[src/rtl/dws_pkg.sv]
// Shared types and constants for the deque with search.
`default_nettype none

package dws_pkg;

	localparam int DEPTH  = 16;
	localparam int DATA_W = 32;
	localparam int IDX_W  = $clog2(DEPTH);
	localparam int CNT_W  = IDX_W + 1;
	localparam int REQ_W  = 3;

	// request codes as seen on the input channel
	localparam logic [REQ_W-1:0] REQ_PUSH_FRONT = 3'd0;
	localparam logic [REQ_W-1:0] REQ_PUSH_BACK  = 3'd1;
	localparam logic [REQ_W-1:0] REQ_POP_FRONT  = 3'd2;
	localparam logic [REQ_W-1:0] REQ_POP_BACK   = 3'd3;
	localparam logic [REQ_W-1:0] REQ_SEARCH     = 3'd4;

	typedef enum logic [1:0] {
		ST_OK    = 2'd0,
		ST_EMPTY = 2'd1,
		ST_FULL  = 2'd2,
		ST_MISS  = 2'd3
	} status_t;

	typedef enum logic [2:0] {
		OP_NOP,
		OP_PUSH_FRONT,
		OP_PUSH_BACK,
		OP_POP_FRONT,
		OP_POP_BACK,
		OP_SEARCH
	} op_t;

	typedef struct packed {
		logic [REQ_W-1:0]         req_type;
		logic signed [DATA_W-1:0] value;
		logic [IDX_W-1:0]         search_start;
	} req_t;

	typedef struct packed {
		status_t                  status;
		logic signed [DATA_W-1:0] data;
		logic [IDX_W-1:0]         position;
		logic [CNT_W-1:0]         count;
	} rsp_t;

	// decoded command passed from the front end to the execution side
	typedef struct packed {
		op_t                      op;
		logic [DATA_W-1:0]        value;
		logic [IDX_W-1:0]         start;
	} cmd_t;

endpackage

`default_nettype wire

[src/rtl/deque_with_search.sv]
// Top level of the bounded double-ended queue with search.
//
//   channel  dir  handshake             payload
//   req      in   req_valid/req_stall   req_type, value, search_start
//   rsp      out  rsp_valid/rsp_stall   status, data, position, count
//
// Push, empty pop, full push, unused codes: the result beat is registered straight from the command.
// Pop: the registered read port of the entry store, then the result register.
// Search: compares up to 16 entries, one compare per cycle through the single
//   read port; a miss at the start is answered without a read.
// The command queue holds each decoded request in a register and lets requests
//   keep coming while a search runs or a result is stalled, until it is full.
// Reset clears head, count and handshake state at once; the store needs no
//   clearing pass since only written entries are read.
`default_nettype none

module deque_with_search #(
	parameter int QUEUE_DEPTH = 2
) (
	input  wire logic          clk,
	input  wire logic          arst_n,
	input  wire logic          req_valid,
	output logic               req_stall,
	input  wire dws_pkg::req_t req,
	output logic               rsp_valid,
	input  wire logic          rsp_stall,
	output dws_pkg::rsp_t      rsp
);

	dws_pkg::cmd_t cmd;
	logic          cmd_valid;
	logic          cmd_take;

	// decode request beats and hold them until the execution side is free
	dws_front #(
		.QDEPTH(QUEUE_DEPTH)
	) u_front (
		.clk      (clk),
		.arst_n   (arst_n),
		.req_valid(req_valid),
		.req_stall(req_stall),
		.req      (req),
		.cmd_valid(cmd_valid),
		.cmd_take (cmd_take),
		.cmd      (cmd)
	);

	// carry out one command at a time and register its result beat
	dws_back u_back (
		.clk      (clk),
		.arst_n   (arst_n),
		.cmd_valid(cmd_valid),
		.cmd      (cmd),
		.cmd_take (cmd_take),
		.rsp_valid(rsp_valid),
		.rsp_stall(rsp_stall),
		.rsp      (rsp)
	);

endmodule

`default_nettype wire

[src/rtl/dws_front.sv]
// Front end: accepts request beats, decodes them and queues the commands.
`default_nettype none

module dws_front #(
	parameter int QDEPTH = 2
) (
	input  wire logic           clk,
	input  wire logic           arst_n,
	input  wire logic           req_valid,
	output logic                req_stall,
	input  wire dws_pkg::req_t  req,
	output logic                cmd_valid,
	input  wire logic           cmd_take,
	output dws_pkg::cmd_t       cmd
);

	localparam int PTR_W  = (QDEPTH > 1) ? $clog2(QDEPTH) : 1;
	localparam int FILL_W = $clog2(QDEPTH + 1);

	dws_pkg::cmd_t     q_mem [QDEPTH];
	dws_pkg::cmd_t     dec;
	logic [PTR_W-1:0]  wr_ptr_q, rd_ptr_q;
	logic [FILL_W-1:0] fill_q;
	logic              push, pop;

	always_comb begin
		dec.value = req.value;
		dec.start = req.search_start;
		unique case (req.req_type)
			dws_pkg::REQ_PUSH_FRONT: dec.op = dws_pkg::OP_PUSH_FRONT;
			dws_pkg::REQ_PUSH_BACK:  dec.op = dws_pkg::OP_PUSH_BACK;
			dws_pkg::REQ_POP_FRONT:  dec.op = dws_pkg::OP_POP_FRONT;
			dws_pkg::REQ_POP_BACK:   dec.op = dws_pkg::OP_POP_BACK;
			dws_pkg::REQ_SEARCH:     dec.op = dws_pkg::OP_SEARCH;
			default:                 dec.op = dws_pkg::OP_NOP;
		endcase
	end

	assign req_stall = (fill_q == FILL_W'(QDEPTH));
	assign cmd_valid = (fill_q != '0);
	assign push      = req_valid && !req_stall;
	assign pop       = cmd_take && cmd_valid;
	assign cmd       = q_mem[rd_ptr_q];

	always_ff @(posedge clk) begin
		if (push) begin
			q_mem[wr_ptr_q] <= dec;
		end
	end

	always_ff @(posedge clk or negedge arst_n) begin
		if (!arst_n) begin
			wr_ptr_q <= '0;
			rd_ptr_q <= '0;
			fill_q   <= '0;
		end else begin
			if (push) begin
				wr_ptr_q <= (wr_ptr_q == PTR_W'(QDEPTH - 1)) ? '0 : wr_ptr_q + PTR_W'(1);
			end
			if (pop) begin
				rd_ptr_q <= (rd_ptr_q == PTR_W'(QDEPTH - 1)) ? '0 : rd_ptr_q + PTR_W'(1);
			end
			unique case ({push, pop})
				2'b10:   fill_q <= fill_q + FILL_W'(1);
				2'b01:   fill_q <= fill_q - FILL_W'(1);
				default: fill_q <= fill_q;
			endcase
		end
	end

endmodule

`default_nettype wire

[src/rtl/dws_back.sv]
// Execution side: ring storage, head and count, pop and search sequencing.
`default_nettype none

module dws_back (
	input  wire logic           clk,
	input  wire logic           arst_n,
	input  wire logic           cmd_valid,
	input  wire dws_pkg::cmd_t  cmd,
	output logic                cmd_take,
	output logic                rsp_valid,
	input  wire logic           rsp_stall,
	output dws_pkg::rsp_t       rsp
);

	localparam int IDX_W  = dws_pkg::IDX_W;
	localparam int CNT_W  = dws_pkg::CNT_W;
	localparam int DATA_W = dws_pkg::DATA_W;

	typedef enum logic [2:0] {
		S_IDLE = 3'b001,
		S_POP  = 3'b010,
		S_SCAN = 3'b100
	} state_t;

	state_t            state_q, state_d;
	logic [DATA_W-1:0] mem [dws_pkg::DEPTH];
	logic [DATA_W-1:0] rd_data_q, key_q;
	logic [IDX_W-1:0]  head_q, head_d, k_q, k_d;
	logic [CNT_W-1:0]  count_q, count_d;
	logic [IDX_W-1:0]  rd_addr, wr_addr, cnt_idx;
	logic              rd_en, wr_en, load, res_free, full, empty;
	logic              rsp_valid_q;
	dws_pkg::rsp_t     rsp_q, rsp_d;

	assign res_free  = !rsp_valid_q || !rsp_stall;
	assign cmd_take  = (state_q == S_IDLE) && cmd_valid && res_free;
	assign full      = (count_q == CNT_W'(dws_pkg::DEPTH));
	assign empty     = (count_q == '0);
	// depth is a power of two, so ring offsets wrap by truncation
	assign cnt_idx   = count_q[IDX_W-1:0];
	assign rsp_valid = rsp_valid_q;
	assign rsp       = rsp_q;

	always_comb begin
		state_d = state_q;
		head_d  = head_q;
		count_d = count_q;
		k_d     = k_q;
		rd_en   = 1'b0;
		rd_addr = '0;
		wr_en   = 1'b0;
		wr_addr = '0;
		load    = 1'b0;
		rsp_d   = '{status: dws_pkg::ST_OK, data: '0, position: '0, count: count_q};
		unique case (state_q)
			S_IDLE: begin
				if (cmd_take) begin
					unique case (cmd.op)
						dws_pkg::OP_PUSH_FRONT,
						dws_pkg::OP_PUSH_BACK: begin
							load = 1'b1;
							if (full) begin
								rsp_d.status = dws_pkg::ST_FULL;
							end else begin
								wr_en   = 1'b1;
								count_d = count_q + CNT_W'(1);
								if (cmd.op == dws_pkg::OP_PUSH_FRONT) begin
									head_d  = head_q - IDX_W'(1);
									wr_addr = head_q - IDX_W'(1);
								end else begin
									wr_addr = head_q + cnt_idx;
								end
								rsp_d.count = count_d;
							end
						end
						dws_pkg::OP_POP_FRONT,
						dws_pkg::OP_POP_BACK: begin
							if (empty) begin
								load         = 1'b1;
								rsp_d.status = dws_pkg::ST_EMPTY;
								rsp_d.data   = '1;
							end else begin
								rd_en   = 1'b1;
								count_d = count_q - CNT_W'(1);
								state_d = S_POP;
								if (cmd.op == dws_pkg::OP_POP_FRONT) begin
									rd_addr = head_q;
									head_d  = head_q + IDX_W'(1);
								end else begin
									rd_addr = head_q + cnt_idx - IDX_W'(1);
								end
							end
						end
						dws_pkg::OP_SEARCH: begin
							if (CNT_W'(cmd.start) >= count_q) begin
								load         = 1'b1;
								rsp_d.status = dws_pkg::ST_MISS;
							end else begin
								rd_en   = 1'b1;
								rd_addr = head_q + cmd.start;
								k_d     = cmd.start;
								state_d = S_SCAN;
							end
						end
						default: begin
							load = 1'b1;
						end
					endcase
				end
			end
			S_POP: begin
				load       = 1'b1;
				rsp_d.data = rd_data_q;
				state_d    = S_IDLE;
			end
			S_SCAN: begin
				if (rd_data_q == key_q) begin
					load           = 1'b1;
					rsp_d.position = k_q;
					state_d        = S_IDLE;
				end else if (CNT_W'(k_q) + CNT_W'(1) >= count_q) begin
					load         = 1'b1;
					rsp_d.status = dws_pkg::ST_MISS;
					state_d      = S_IDLE;
				end else begin
					rd_en   = 1'b1;
					rd_addr = head_q + k_q + IDX_W'(1);
					k_d     = k_q + IDX_W'(1);
				end
			end
			default: begin
				state_d = S_IDLE;
			end
		endcase
	end

	always_ff @(posedge clk) begin
		if (wr_en) begin
			mem[wr_addr] <= cmd.value;
		end
		if (rd_en) begin
			rd_data_q <= mem[rd_addr];
		end
		if (cmd_take) begin
			key_q <= cmd.value;
		end
		if (load) begin
			rsp_q <= rsp_d;
		end
		k_q <= k_d;
	end

	always_ff @(posedge clk or negedge arst_n) begin
		if (!arst_n) begin
			state_q     <= S_IDLE;
			head_q      <= '0;
			count_q     <= '0;
			rsp_valid_q <= 1'b0;
		end else begin
			state_q <= state_d;
			head_q  <= head_d;
			count_q <= count_d;
			if (load) begin
				rsp_valid_q <= 1'b1;
			end else if (!rsp_stall) begin
				rsp_valid_q <= 1'b0;
			end
		end
	end

endmodule

`default_nettype wire

[config.mk]
export PLATFORM = sky130hd
export DESIGN_NAME = deque_with_search
export DESIGN_NICKNAME = d
export VERILOG_FILES = /design/src/rtl/dws_pkg.sv /design/src/rtl/deque_with_search.sv /design/src/rtl/dws_front.sv /design/src/rtl/dws_back.sv
export SDC_FILE = /design/constraint.sdc
export NUM_CORES = 1
export LEC_CHECK = 0
export ABC_AREA = 1
export BUFFER_PORTS_ARGS = -buffer_cell sky130_fd_sc_hd__buf_2
export CORE_AREA = 2 2 284 286
export DETAILED_ROUTE_END_ITERATION = 10
export DIE_AREA = 0 0 286 288
export SYNTH_ARGS = -nofsm -noshare
export SYNTH_HDL_FRONTEND = slang
export SYNTH_HIERARCHICAL = 1
export SYNTH_SLANG_ARGS = --single-unit
[constraint.sdc]
create_clock -name clk -period 13.62 [get_ports clk]
set_clock_uncertainty 0.15 [all_clocks]
set_input_delay 1.362 -clock clk [delete_from_list [all_inputs] [get_ports clk]]
set_output_delay 1.362 -clock clk [all_outputs]
set_load 0.05 [all_outputs]
# Word level (Yosys, flattened, before mapping)
# Memory sizes are Yosys's and may differ from the RTL's. A register that Yosys moved wholly into a read port is not among the register bits.
# Index checks and enable logic that the tools add are counted.
[classes] add_sub_neg=15 magnitude_cmp=2 n_eq_ne=31 mux=75 reduce_logical=21
[op_table] cell="4-bit two-way mux" n=20
[op_table] cell="32-bit case mux with 2 select lines" n=1
[op_table] cell="34-bit two-way mux" n=1
[op_table] cell="33-bit two-way mux" n=1
[op_table] cell="32-bit == test" n=1
[op_table] cell="32-bit two-way mux" n=1
[op_table] cell="4-bit case mux with 2 select lines" n=4
[op_table] cell="5-bit two-way mux" n=5
[op_table] cell="1-bit two-way mux" n=22
[op_table] cell="3-bit by 2-bit == test with 1-bit output, second input constant" n=5
[op_table] cell="3-bit two-way mux" n=5
[op_table] cell="3-bit case mux with 5 select lines" n=1
[op_table] cell="2-bit inequality test, second input constant" n=7
[op_table] cell="4-bit by 1-bit adder with 4-bit output, second input constant" n=3
[op_table] cell="4-bit adder" n=3
[op_table] cell="3-bit == test, second input constant" n=4
[op_table] cell="3-bit case mux with 2 select lines" n=2
[op_table] cell="5-bit case mux with 2 select lines" n=1
[op_table] cell="3-bit by 1-bit == test with 1-bit output, second input constant" n=3
[op_table] cell="3-bit inequality test, second input constant" n=3
[op_table] cell="2-bit two-way mux" n=4
[op_table] cell="2-bit case mux with 2 select lines" n=2
[op_table] cell="2-bit nonzero test" n=4
[op_table] cell="4-bit by 1-bit subtractor with 4-bit output, second input constant" n=2
[op_table] cell="other kinds (27)" n=39
[word_totals] regBits=96 ram_bits=590 input_bits=43 output_inout_bits=45 word_cells=159 mem_count=2
[mem_list] memory="u_back.mem" depth=16 width=32 read_ports=1 rd_clocked_by_memory_dff=1 wr=1 line="dws_back.sv:26" text="logic [DATA_W-1:0] mem [dws_pkg::DEPTH];"
[mem_list] memory="u_front.q_mem" depth=2 width=39 read_ports=1 rd_clocked_by_memory_dff=0 wr=1 line="dws_front.sv:20" text="dws_pkg::cmd_t q_mem [QDEPTH];"

# Depth between registers and ports, before layout
# Gate-level depths: netlist of run 1.
# An unclocked memory read counts as a cell.
[depth] ltp_word=8 mapped_depth=24 depth_no_buf=20

# Cells and area by module
# The synthesis of run 1 kept the hierarchy.
[modules_own_cells] mod="dws_back" instances=1 cells_each=2610 area_each_um2=28358.4 seq_area_each_um2=19034.5
[modules_own_cells] mod="dws_front" instances=1 cells_each=242 area_each_um2=3138.0 seq_area_each_um2=2442.3

# Worst setup path after synthesis of run 1
# OpenSTA, ideal clock, no wires.
[synth_timing] path_kind="input-to-reg" startpoint="in rsp_stall" endpoint="mem u_back.mem[0][0], enable pin" setup_ns=0.461 arrival_ns=5.599 required_time_ns=13.009 setup_slack_ns=7.410 stages=10 n_path_buf=0 cell_sequence="nand2_1 nand3_1 clkinv_1 nand2_1 nor2_2 inv_1 nor3_2 inv_1 nand2_1 nor3_1"
[synth_via] elab_chain_cells=7 elab_cells_between_ends=9 classes_between="mux: 6; reduce/logical: 3"
[synth_rtl] element="from (decl)" line="deque_with_search.sv:26" text="input wire logic rsp_stall,"
[synth_rtl] element="1-bit logical NOT *" line="dws_back.sv:35" text="assign res_free = !rsp_valid_q || !rsp_stall;"
[synth_rtl] element="1-bit logical OR *" line="dws_back.sv:35"
[synth_rtl] element="1-bit logical AND *" line="dws_back.sv:36" text="assign cmd_take = (state_q == S_IDLE) && cmd_valid && res_free;"
[synth_rtl] element="named net cmd_take" line="deque_with_search.sv:32" text="logic cmd_take;"
[synth_rtl] element="1-bit two-way mux" line="dws_back.sv:57" text="if (cmd_take) begin"
[synth_rtl] element="1-bit two-way mux" line="dws_back.sv:55" text="unique case (state_q)"
[synth_rtl] element="1-bit two-way mux" line="dws_back.sv:138" text="if (wr_en) begin"
[synth_rtl] element="1-bit two-way mux (implied by the code)" line="dws_back.sv:139" text="mem[wr_addr] <= cmd.value;"
[synth_rtl] element="to (decl)" line="dws_back.sv:26"
# Mark *: on every way through the listed nets, which the timed path passes. The rest lies on a longest branch.

==> results of run 1 <==
-- Yosys cell counts, types with 6 or more instances --
cell type,instances,area (sq um)
xnor2_1,30,263
nand2_1,640,2400
nand3_1,596,2980
buf_4,6,45.0
edfxtp_1,701,21100
dfrtp_1,16,400
nand2_2,6,37.5
buf_2,100,500
nor2_1,56,210
clkbuf_1,21,78.8
nand3b_1,96,721
a21oi_1,12,60.1
ha_1,26,325
inv_1,430,1610
xor2_1,19,166
inv_2,6,22.5
o21ai_0,32,160
nor3_1,6,30.0
buf_1,17,63.8
-- final cells by class --
| class | instances | area [sq um] | share of cell area [%] |
|---|---|---|---|
| sequential | 718 | 21500 | 60.8 |
| multi-input combinational | 1547 | 7810 | 22.1 |
| clock buffer | 99 | 2070 | 5.86 |
| inverter | 439 | 1650 | 4.68 |
| tap | 1060 | 1330 | 3.76 |
| timing repair buffer | 123 | 706 | 2.00 |
| clock inverter | 32 | 265 | 0.751 |
-- path summary, 6_finish.rpt --
path	startpoint	to	slack [ps]
setup reg to reg	u_front/rd_ptr_q$_DFFE_PN0P_	u_back/rd_data_q[21]$_DFFE_PP_	8030
min in group asynchronous	arst_n	u_front/wr_ptr_q$_DFFE_PN0P_	560
hold reg to reg	u_front/fill_q[1]$_DFFE_PN0P_	u_front/fill_q[1]$_DFFE_PN0P_	330
max in group asynchronous	arst_n	u_front/rd_ptr_q$_DFFE_PN0P_	12380
hold / removal	u_front/fill_q[1]$_DFFE_PN0P_	u_front/fill_q[1]$_DFFE_PN0P_	330
setup / recovery	u_front/rd_ptr_q$_DFFE_PN0P_	u_back/rd_data_q[21]$_DFFE_PP_	8030
-- flip-flops by register name (all words and copies together) (netlist names), 2 cells and up --
register / count
u_back/mem: 512
u_back/k_q: 4
u_back/count_q: 5
u_front/fill_q: 2
u_back/state_q: 3
u_back/rsp: 43
u_front/q_mem: 78
u_back/rd_data_q: 32
u_back/head_q: 4
u_back/key_q: 32
-- layer usage --
layer	global-route usage, %	up-vias	routed length, um
li1	-	9689	-
met1	26.9	10100	35600
met2	32.3	671	39000
met3	2.57	169	4720
met4	7.32	0	2770
met5	0	-	0
-- power groups by stage --
stage / clock network [W] / logic (W) / registers, W
floorplan: 0 / 0.00203 / 0.00367
global route: 0.00208 / 0.00353 / 0.00350
finish: 0.00197 / 0.00322 / 0.00346
detailed placement: 0 / 0.00322 / 0.00351
global placement: 0 / 0.00319 / 0.00351
CTS: 0.00200 / 0.00323 / 0.00347
-- critical path: stages, from the launching register on --
cell and delay (ps):
dfrtp_2 380, buf_4 440, nand2_1 110, nand2_1 190, inv_1 70, ha_1 270
inv_1 40, nand2_1 50, nand4_1 130, nand4_2 190, clkinv_1 130, nand2_1 70
nand2_1 120, nand2_8 480, buf_4 770, buf_4 1030, nand3_1 180, nand3_1 140
nand3_1 80, nand3_1 120, nand2_1 70
-- metrics by stage --
step | instances | instance area [sq um] | utilization (%) | power [W]
global route | 4018 | 35300 | 44.3 | 0.00911
floorplan | 2852 | 31500 | - | 0.00570
global placement | 3887 | 33000 | 41.4 | 0.00669
finish | 4018 | 35300 | 44.3 | 0.00865
CTS | 4018 | 35300 | 44.3 | 0.00870
detailed placement | 3887 | 33000 | 41.4 | 0.00673
-- cells by family (layout without fill, tap and decap cells) --
family,Yosys count,after routing,share of synthesized area (%)
AND/OR/NAND/NOR,1414,1414,20.7
buffers and inverters,587,693,7.60
AO/OA/AOI/OAI,54,54,0.945
adder cells (fa/ha/maj),29,29,1.22
flip-flops,718,718,68.2
XOR/XNOR,49,49,1.36
multiplexers,1,1,0.0318
-- layout by cell type, fill, tap and decap left out, drive strengths merged, types with 2 or more instances in the layout --
master	instances
nand3b	96
nand4	4
xor2	19
buf	123
a21oi	12
xnor2	30
o221ai	2
clkinv	29
ha	26
bufinv	4
nor3	8
nand3	599
o22ai	2
inv	437
o21ai	34
fa	3
clkbuf	99
edfxtp	701
nand2	646
o211ai	2
dfrtp	16
nor2	59
==> results by group, run 1 <==
Clocking
  • Clock transition at path regs: 60 ps
  • CTS H-tree depth: 3
  • Clock sink total: 718
  • Hold-fix buffers at CTS: 0
  • Post-CTS setup buffer count: 0
  • CTS Buf Count: 73
  • CTS Buffer Depth: 3
  • Root buffer cell: clkbuf_16
  • CTS tree: built
  • Post-CTS Resized: 0
  • Clock Latency Late Sink: 610 ps

Synthesis
  • Sequential cell area fraction in the yosys report: 68.2%
  • Syn Area/Cell: 11.0 sq um
  • Synth async-reset ratio: 2.37%
  • Yosys reg bits: 718
  • Post-Syn Area: 31500 sq um
  • YS warnings: 6
  • Syn_nets: 2924
  • EDFF count, synth: 701
  • Mapped Cells: 2852
  • Yosys cell types: 42
  • Top FF cell, synth: edfxtp_1

Floorplanning
  • Total die area: 82400 sq um
  • Initial Util: 39.6%
  • Num ports: 88
  • Die Y: 288 um
  • Die width: 286 um
  • Core ar.: 79600 sq um
  • # rows: 104

Critical path
  • Worst EP arrival: 5800 ps
  • Startpoint types: register
  • Worst r2r path cells: 20
  • Kind of critical path: reg2reg
  • Critical Path End Type: register
  • Worst Path Required: 13830 ps
  • CP Max Fanout: 99

Drt
  • Wirelength per Cell: 20.4 um
  • Final antenna-violating net count: 0
  • First-pass DRT Iterations: 5
  • Vias: 20600
  • Final WL: 82100 um
  • Via density: 5.12
  • DRT iter0 DRCs: 1800
  • DRC viols: 0

Job
  • Maxcap violations: 0

Power and ir drop
  • Maximum VDD drop: 130 uV
  • Internal power: 0.00524 W
  • Switch Pwr: 0.00342 W
  • Sw Share: 39.5%
  • Power density cells: 245 nW/um^2
  • Static leakage: 14.2 nW
  • Reg power frac: 40.0%
  • Comb pwr share: 37.2%
  • Clock Power Share: 22.8%

Place
  • Setup Slack @ Placement: 7860 ps
  • Dpl hpwl: 43200 um
  • IO buf count: 87
  • GPL Wtd Cong: 0.842

GRT
  • Total GRT Usage: 19.7%
  • Vias in the first global route: 19200
  • First-pass GRT wire length: 121000 um
  • Initial antenna violation count: 0
  • Largest net degree at the start of global routing: 121
  • Grt total ovfl: 0

Timing
  • Setup TNS: 0 ps
  • Tcrit/Tclk final: 41.1%
  • Crit path time final: 5590 ps
  • Final WS setup: 8030 ps
  • Fmax: 179 MHz
  • Slew headroom: 16.3%
  • RSZ-0062 raised after global routing: false
  • Slew @ Worst Pin: 1240 ps
  • # setup viols final: 0
  • Final Hold Fails: 0
  • Worst slack on hold paths: 334 ps
  • Fin. max-slew vios: 0

Cells and area
  • # fillers: 7385
  • Area Overhead vs Synth: 12.1%
  • Share of layout cells above drive strength 1: 9.20%
  • ANT cells: 0
  • Nets: 2974

Worst hold path
  • Hold crit path type: reg2reg
  • Hold path cells: 2

Status
  • Status: completed
Note: power is estimated with default switching activity, not from simulation.
==> run 2: changes to the inputs <==
==> constraint.sdc (replaced) <==
create_clock -name clk -period 5.67 [get_ports clk]
set_clock_uncertainty 0.15 [all_clocks]
set_input_delay 0.567 -clock clk [delete_from_list [all_inputs] [get_ports clk]]
set_output_delay 0.567 -clock clk [all_outputs]
set_load 0.05 [all_outputs]
==> run 2 against run 1 <==
  * Sequential power rose by 140%
  * Highest routed layer unchanged
  * Clock power rose by 130%
  * Critical path depth fell by 1
  * Core utilization rose by 0.56 points
  * Setup slack got worse by 6700 ps
  * Non-clock buffer count rose by 42
  * Clock-buffer cell count rose by 4
  * Fmax rose by 30%
  * Global-route usage rose by 0.097 points
==> results by group, run 2 (synthesis results as in run 1) <==
Status
  • Status: completed

Critical path
  • Worst Path Required: 5870 ps
  • CP dominant cell by count: nand2_1
  • Crit-path max cell delay: 440 ps
  • Worst EP arrival: 4510 ps
  • Top Family by Delay on Critical Path: simple AND/OR/NAND/NOR gates
  • Critical Path End Type: register
  • Kind of critical path: reg2reg
  • CP Cell Sequence: buf_4 > nand2_1 > nand2_1 > ha_1 > nand2_1 > inv_1 > o21ai_0 > nand4_2 > clkinv_1 > nand2_1 > nand2_1 > nand2_8 > nand2_8 > buf_12 > nand2_1 > nand3_1 > nand3_1 > nand3_1 > nand2_1
  • Startpoint types: register
  • Slowest CP cell: buf_4
  • Worst path buffer plus inverter count: 4
  • CP Max Fanout: 104

Drt
  • Wirelength per Cell: 20.1 um
  • Vias: 20600
  • Final WL: 81500 um
  • Final antenna-violating net count: 0
  • Via density: 5.08
  • First-pass DRT Iterations: 5
  • DRC viols: 0
  • DRT iter0 DRCs: 2125

Floorplanning
  • # rows: 104
  • Die Y: 288 um
  • Initial Util: 39.6%
  • Total die area: 82400 sq um
  • Core ar.: 79600 sq um
  • Num ports: 88
  • Die width: 286 um

Timing
  • Tcrit/Tclk final: 75.9%
  • Slew headroom: 18.5%
  • Worst slack on hold paths: 25.2 ps
  • Slew @ Worst Pin: 1210 ps
  • Crit path time final: 4300 ps
  • Fin. max-slew vios: 0
  • # setup viols final: 0
  • Fmax: 232 MHz
  • RSZ-0062 raised after global routing: false
  • Final Hold Fails: 0
  • Setup TNS: 0 ps

Clocking
  • CTS tree: built
  • CTS Buf Count: 74
  • Clock Latency Late Sink: 620 ps
  • Clock transition at path regs: 60 ps
  • Post-CTS setup buffer count: 0
  • CTS H-tree depth: 3
  • Root buffer cell: clkbuf_16
  • Hold-fix buffers at CTS: 35
  • CTS Buffer Depth: 3
  • Post-CTS Resized: 0
  • Clock sink total: 718

Power and ir drop
  • Clock Power Share: 21.7%
  • Sw Share: 39.8%
  • Power density cells: 580 nW/um^2
  • Switch Pwr: 0.00826 W
  • Maximum VDD drop: 467 uV
  • Internal power: 0.0125 W
  • PnR Total Power: 0.0207 W
  • Reg power frac: 40.1%
  • Static leakage: 14.4 nW
  • Comb pwr share: 38.2%

Worst hold path
  • Hold crit path type: in2reg

Cells and area
  • Nets: 3017
  • Reg with most FFs: u_back/mem
  • Final Non-Filler Cells: 4057
  • Share of the core filled with cells: 44.9%
  • Largest register FFs: 512
  • Most frequent cells in the layout: edfxtp_1 (701), nand2_1 (637), nand3_1 (596)
  • Share of layout cells above drive strength 1: 9.08%
  • Commonest non-fill, non-tap cell in the layout: edfxtp_1
  • Area Overhead vs Synth: 13.5%
  • ANT cells: 0

GRT
  • Met1 GRT Util: 27.9%
  • Initial antenna violation count: 0
  • Total GRT Usage: 19.8%
  • First-pass GRT wire length: 123000 um
  • GR Util met2: 31.9%
  • Grt total ovfl: 0
  • Largest net degree at the start of global routing: 143
  • Layer carrying the most global-route usage: met2
  • Vias in the first global route: 19800
  • GR Layer Usage met3: 2.74%

Place
  • Dpl hpwl: 44100 um
  • IO buf count: 87
  • GPL Wtd Cong: 0.868
  • Placed cells: 3894

Job
  • Maxcap violations: 0
## run 2: cell type report
type                            count  area, sq um
Clock buffer                      103         2020
Clock inverter                     25          155
Fill cell                        7337        43900
Inverter                          439         1650
Multi-Input combinational cell   1547         7810
Sequential cell                   718        21500
Tap cell                         1060         1330
Timing Repair Buffer              165         1310
## run 2: power by group through the flow
| stage | Sequential [W] | Combinational (W) | Clock (W) |
|---|---|---|---|
| CTS | 0.00832 | 0.00797 | 0.00457 |
| floorplan | 0.00881 | 0.00487 | 0 |
| finish | 0.00831 | 0.00793 | 0.00449 |
| global placement | 0.00840 | 0.00785 | 0 |
| global route | 0.00840 | 0.00873 | 0.00477 |
| detailed placement | 0.00842 | 0.00793 | 0 |
## run 2: path summary, 6_finish.rpt
kind                       slack (ps)  cells past startpoint                          from                              to
hold / removal                     30                      1                        req[2]   u_front/q_mem[0][2]$_DFFE_PP_
hold reg to reg                   350                      2  u_front/wr_ptr_q$_DFFE_PN0P_    u_front/wr_ptr_q$_DFFE_PN0P_
setup / recovery                 1370                     19  u_front/rd_ptr_q$_DFFE_PN0P_  u_back/rd_data_q[21]$_DFFE_PP_
max in group asynchronous        4660                      2                        arst_n    u_front/rd_ptr_q$_DFFE_PN0P_
setup reg to reg                 1370                     19  u_front/rd_ptr_q$_DFFE_PN0P_  u_back/rd_data_q[21]$_DFFE_PP_
min in group asynchronous         340                      2                        arst_n   u_front/fill_q[0]$_DFFE_PN0P_
## run 2: metrics by stage
stage                     setup WS [ps]  instance area, sq um
final                              1370                 35800
after global routing               1010                 35800
after CTS                          1390                 35800
after detailed placement           1390                 33200
after global placement             1460                 33200
after floorplan                     148                 31500
## run 2: routing by layer
layer	share of wire (%)	up-vias
met5	0	-
met1	45	10100
met3	5.2	147
met2	47	635
met4	2.9	0
li1	-	9748
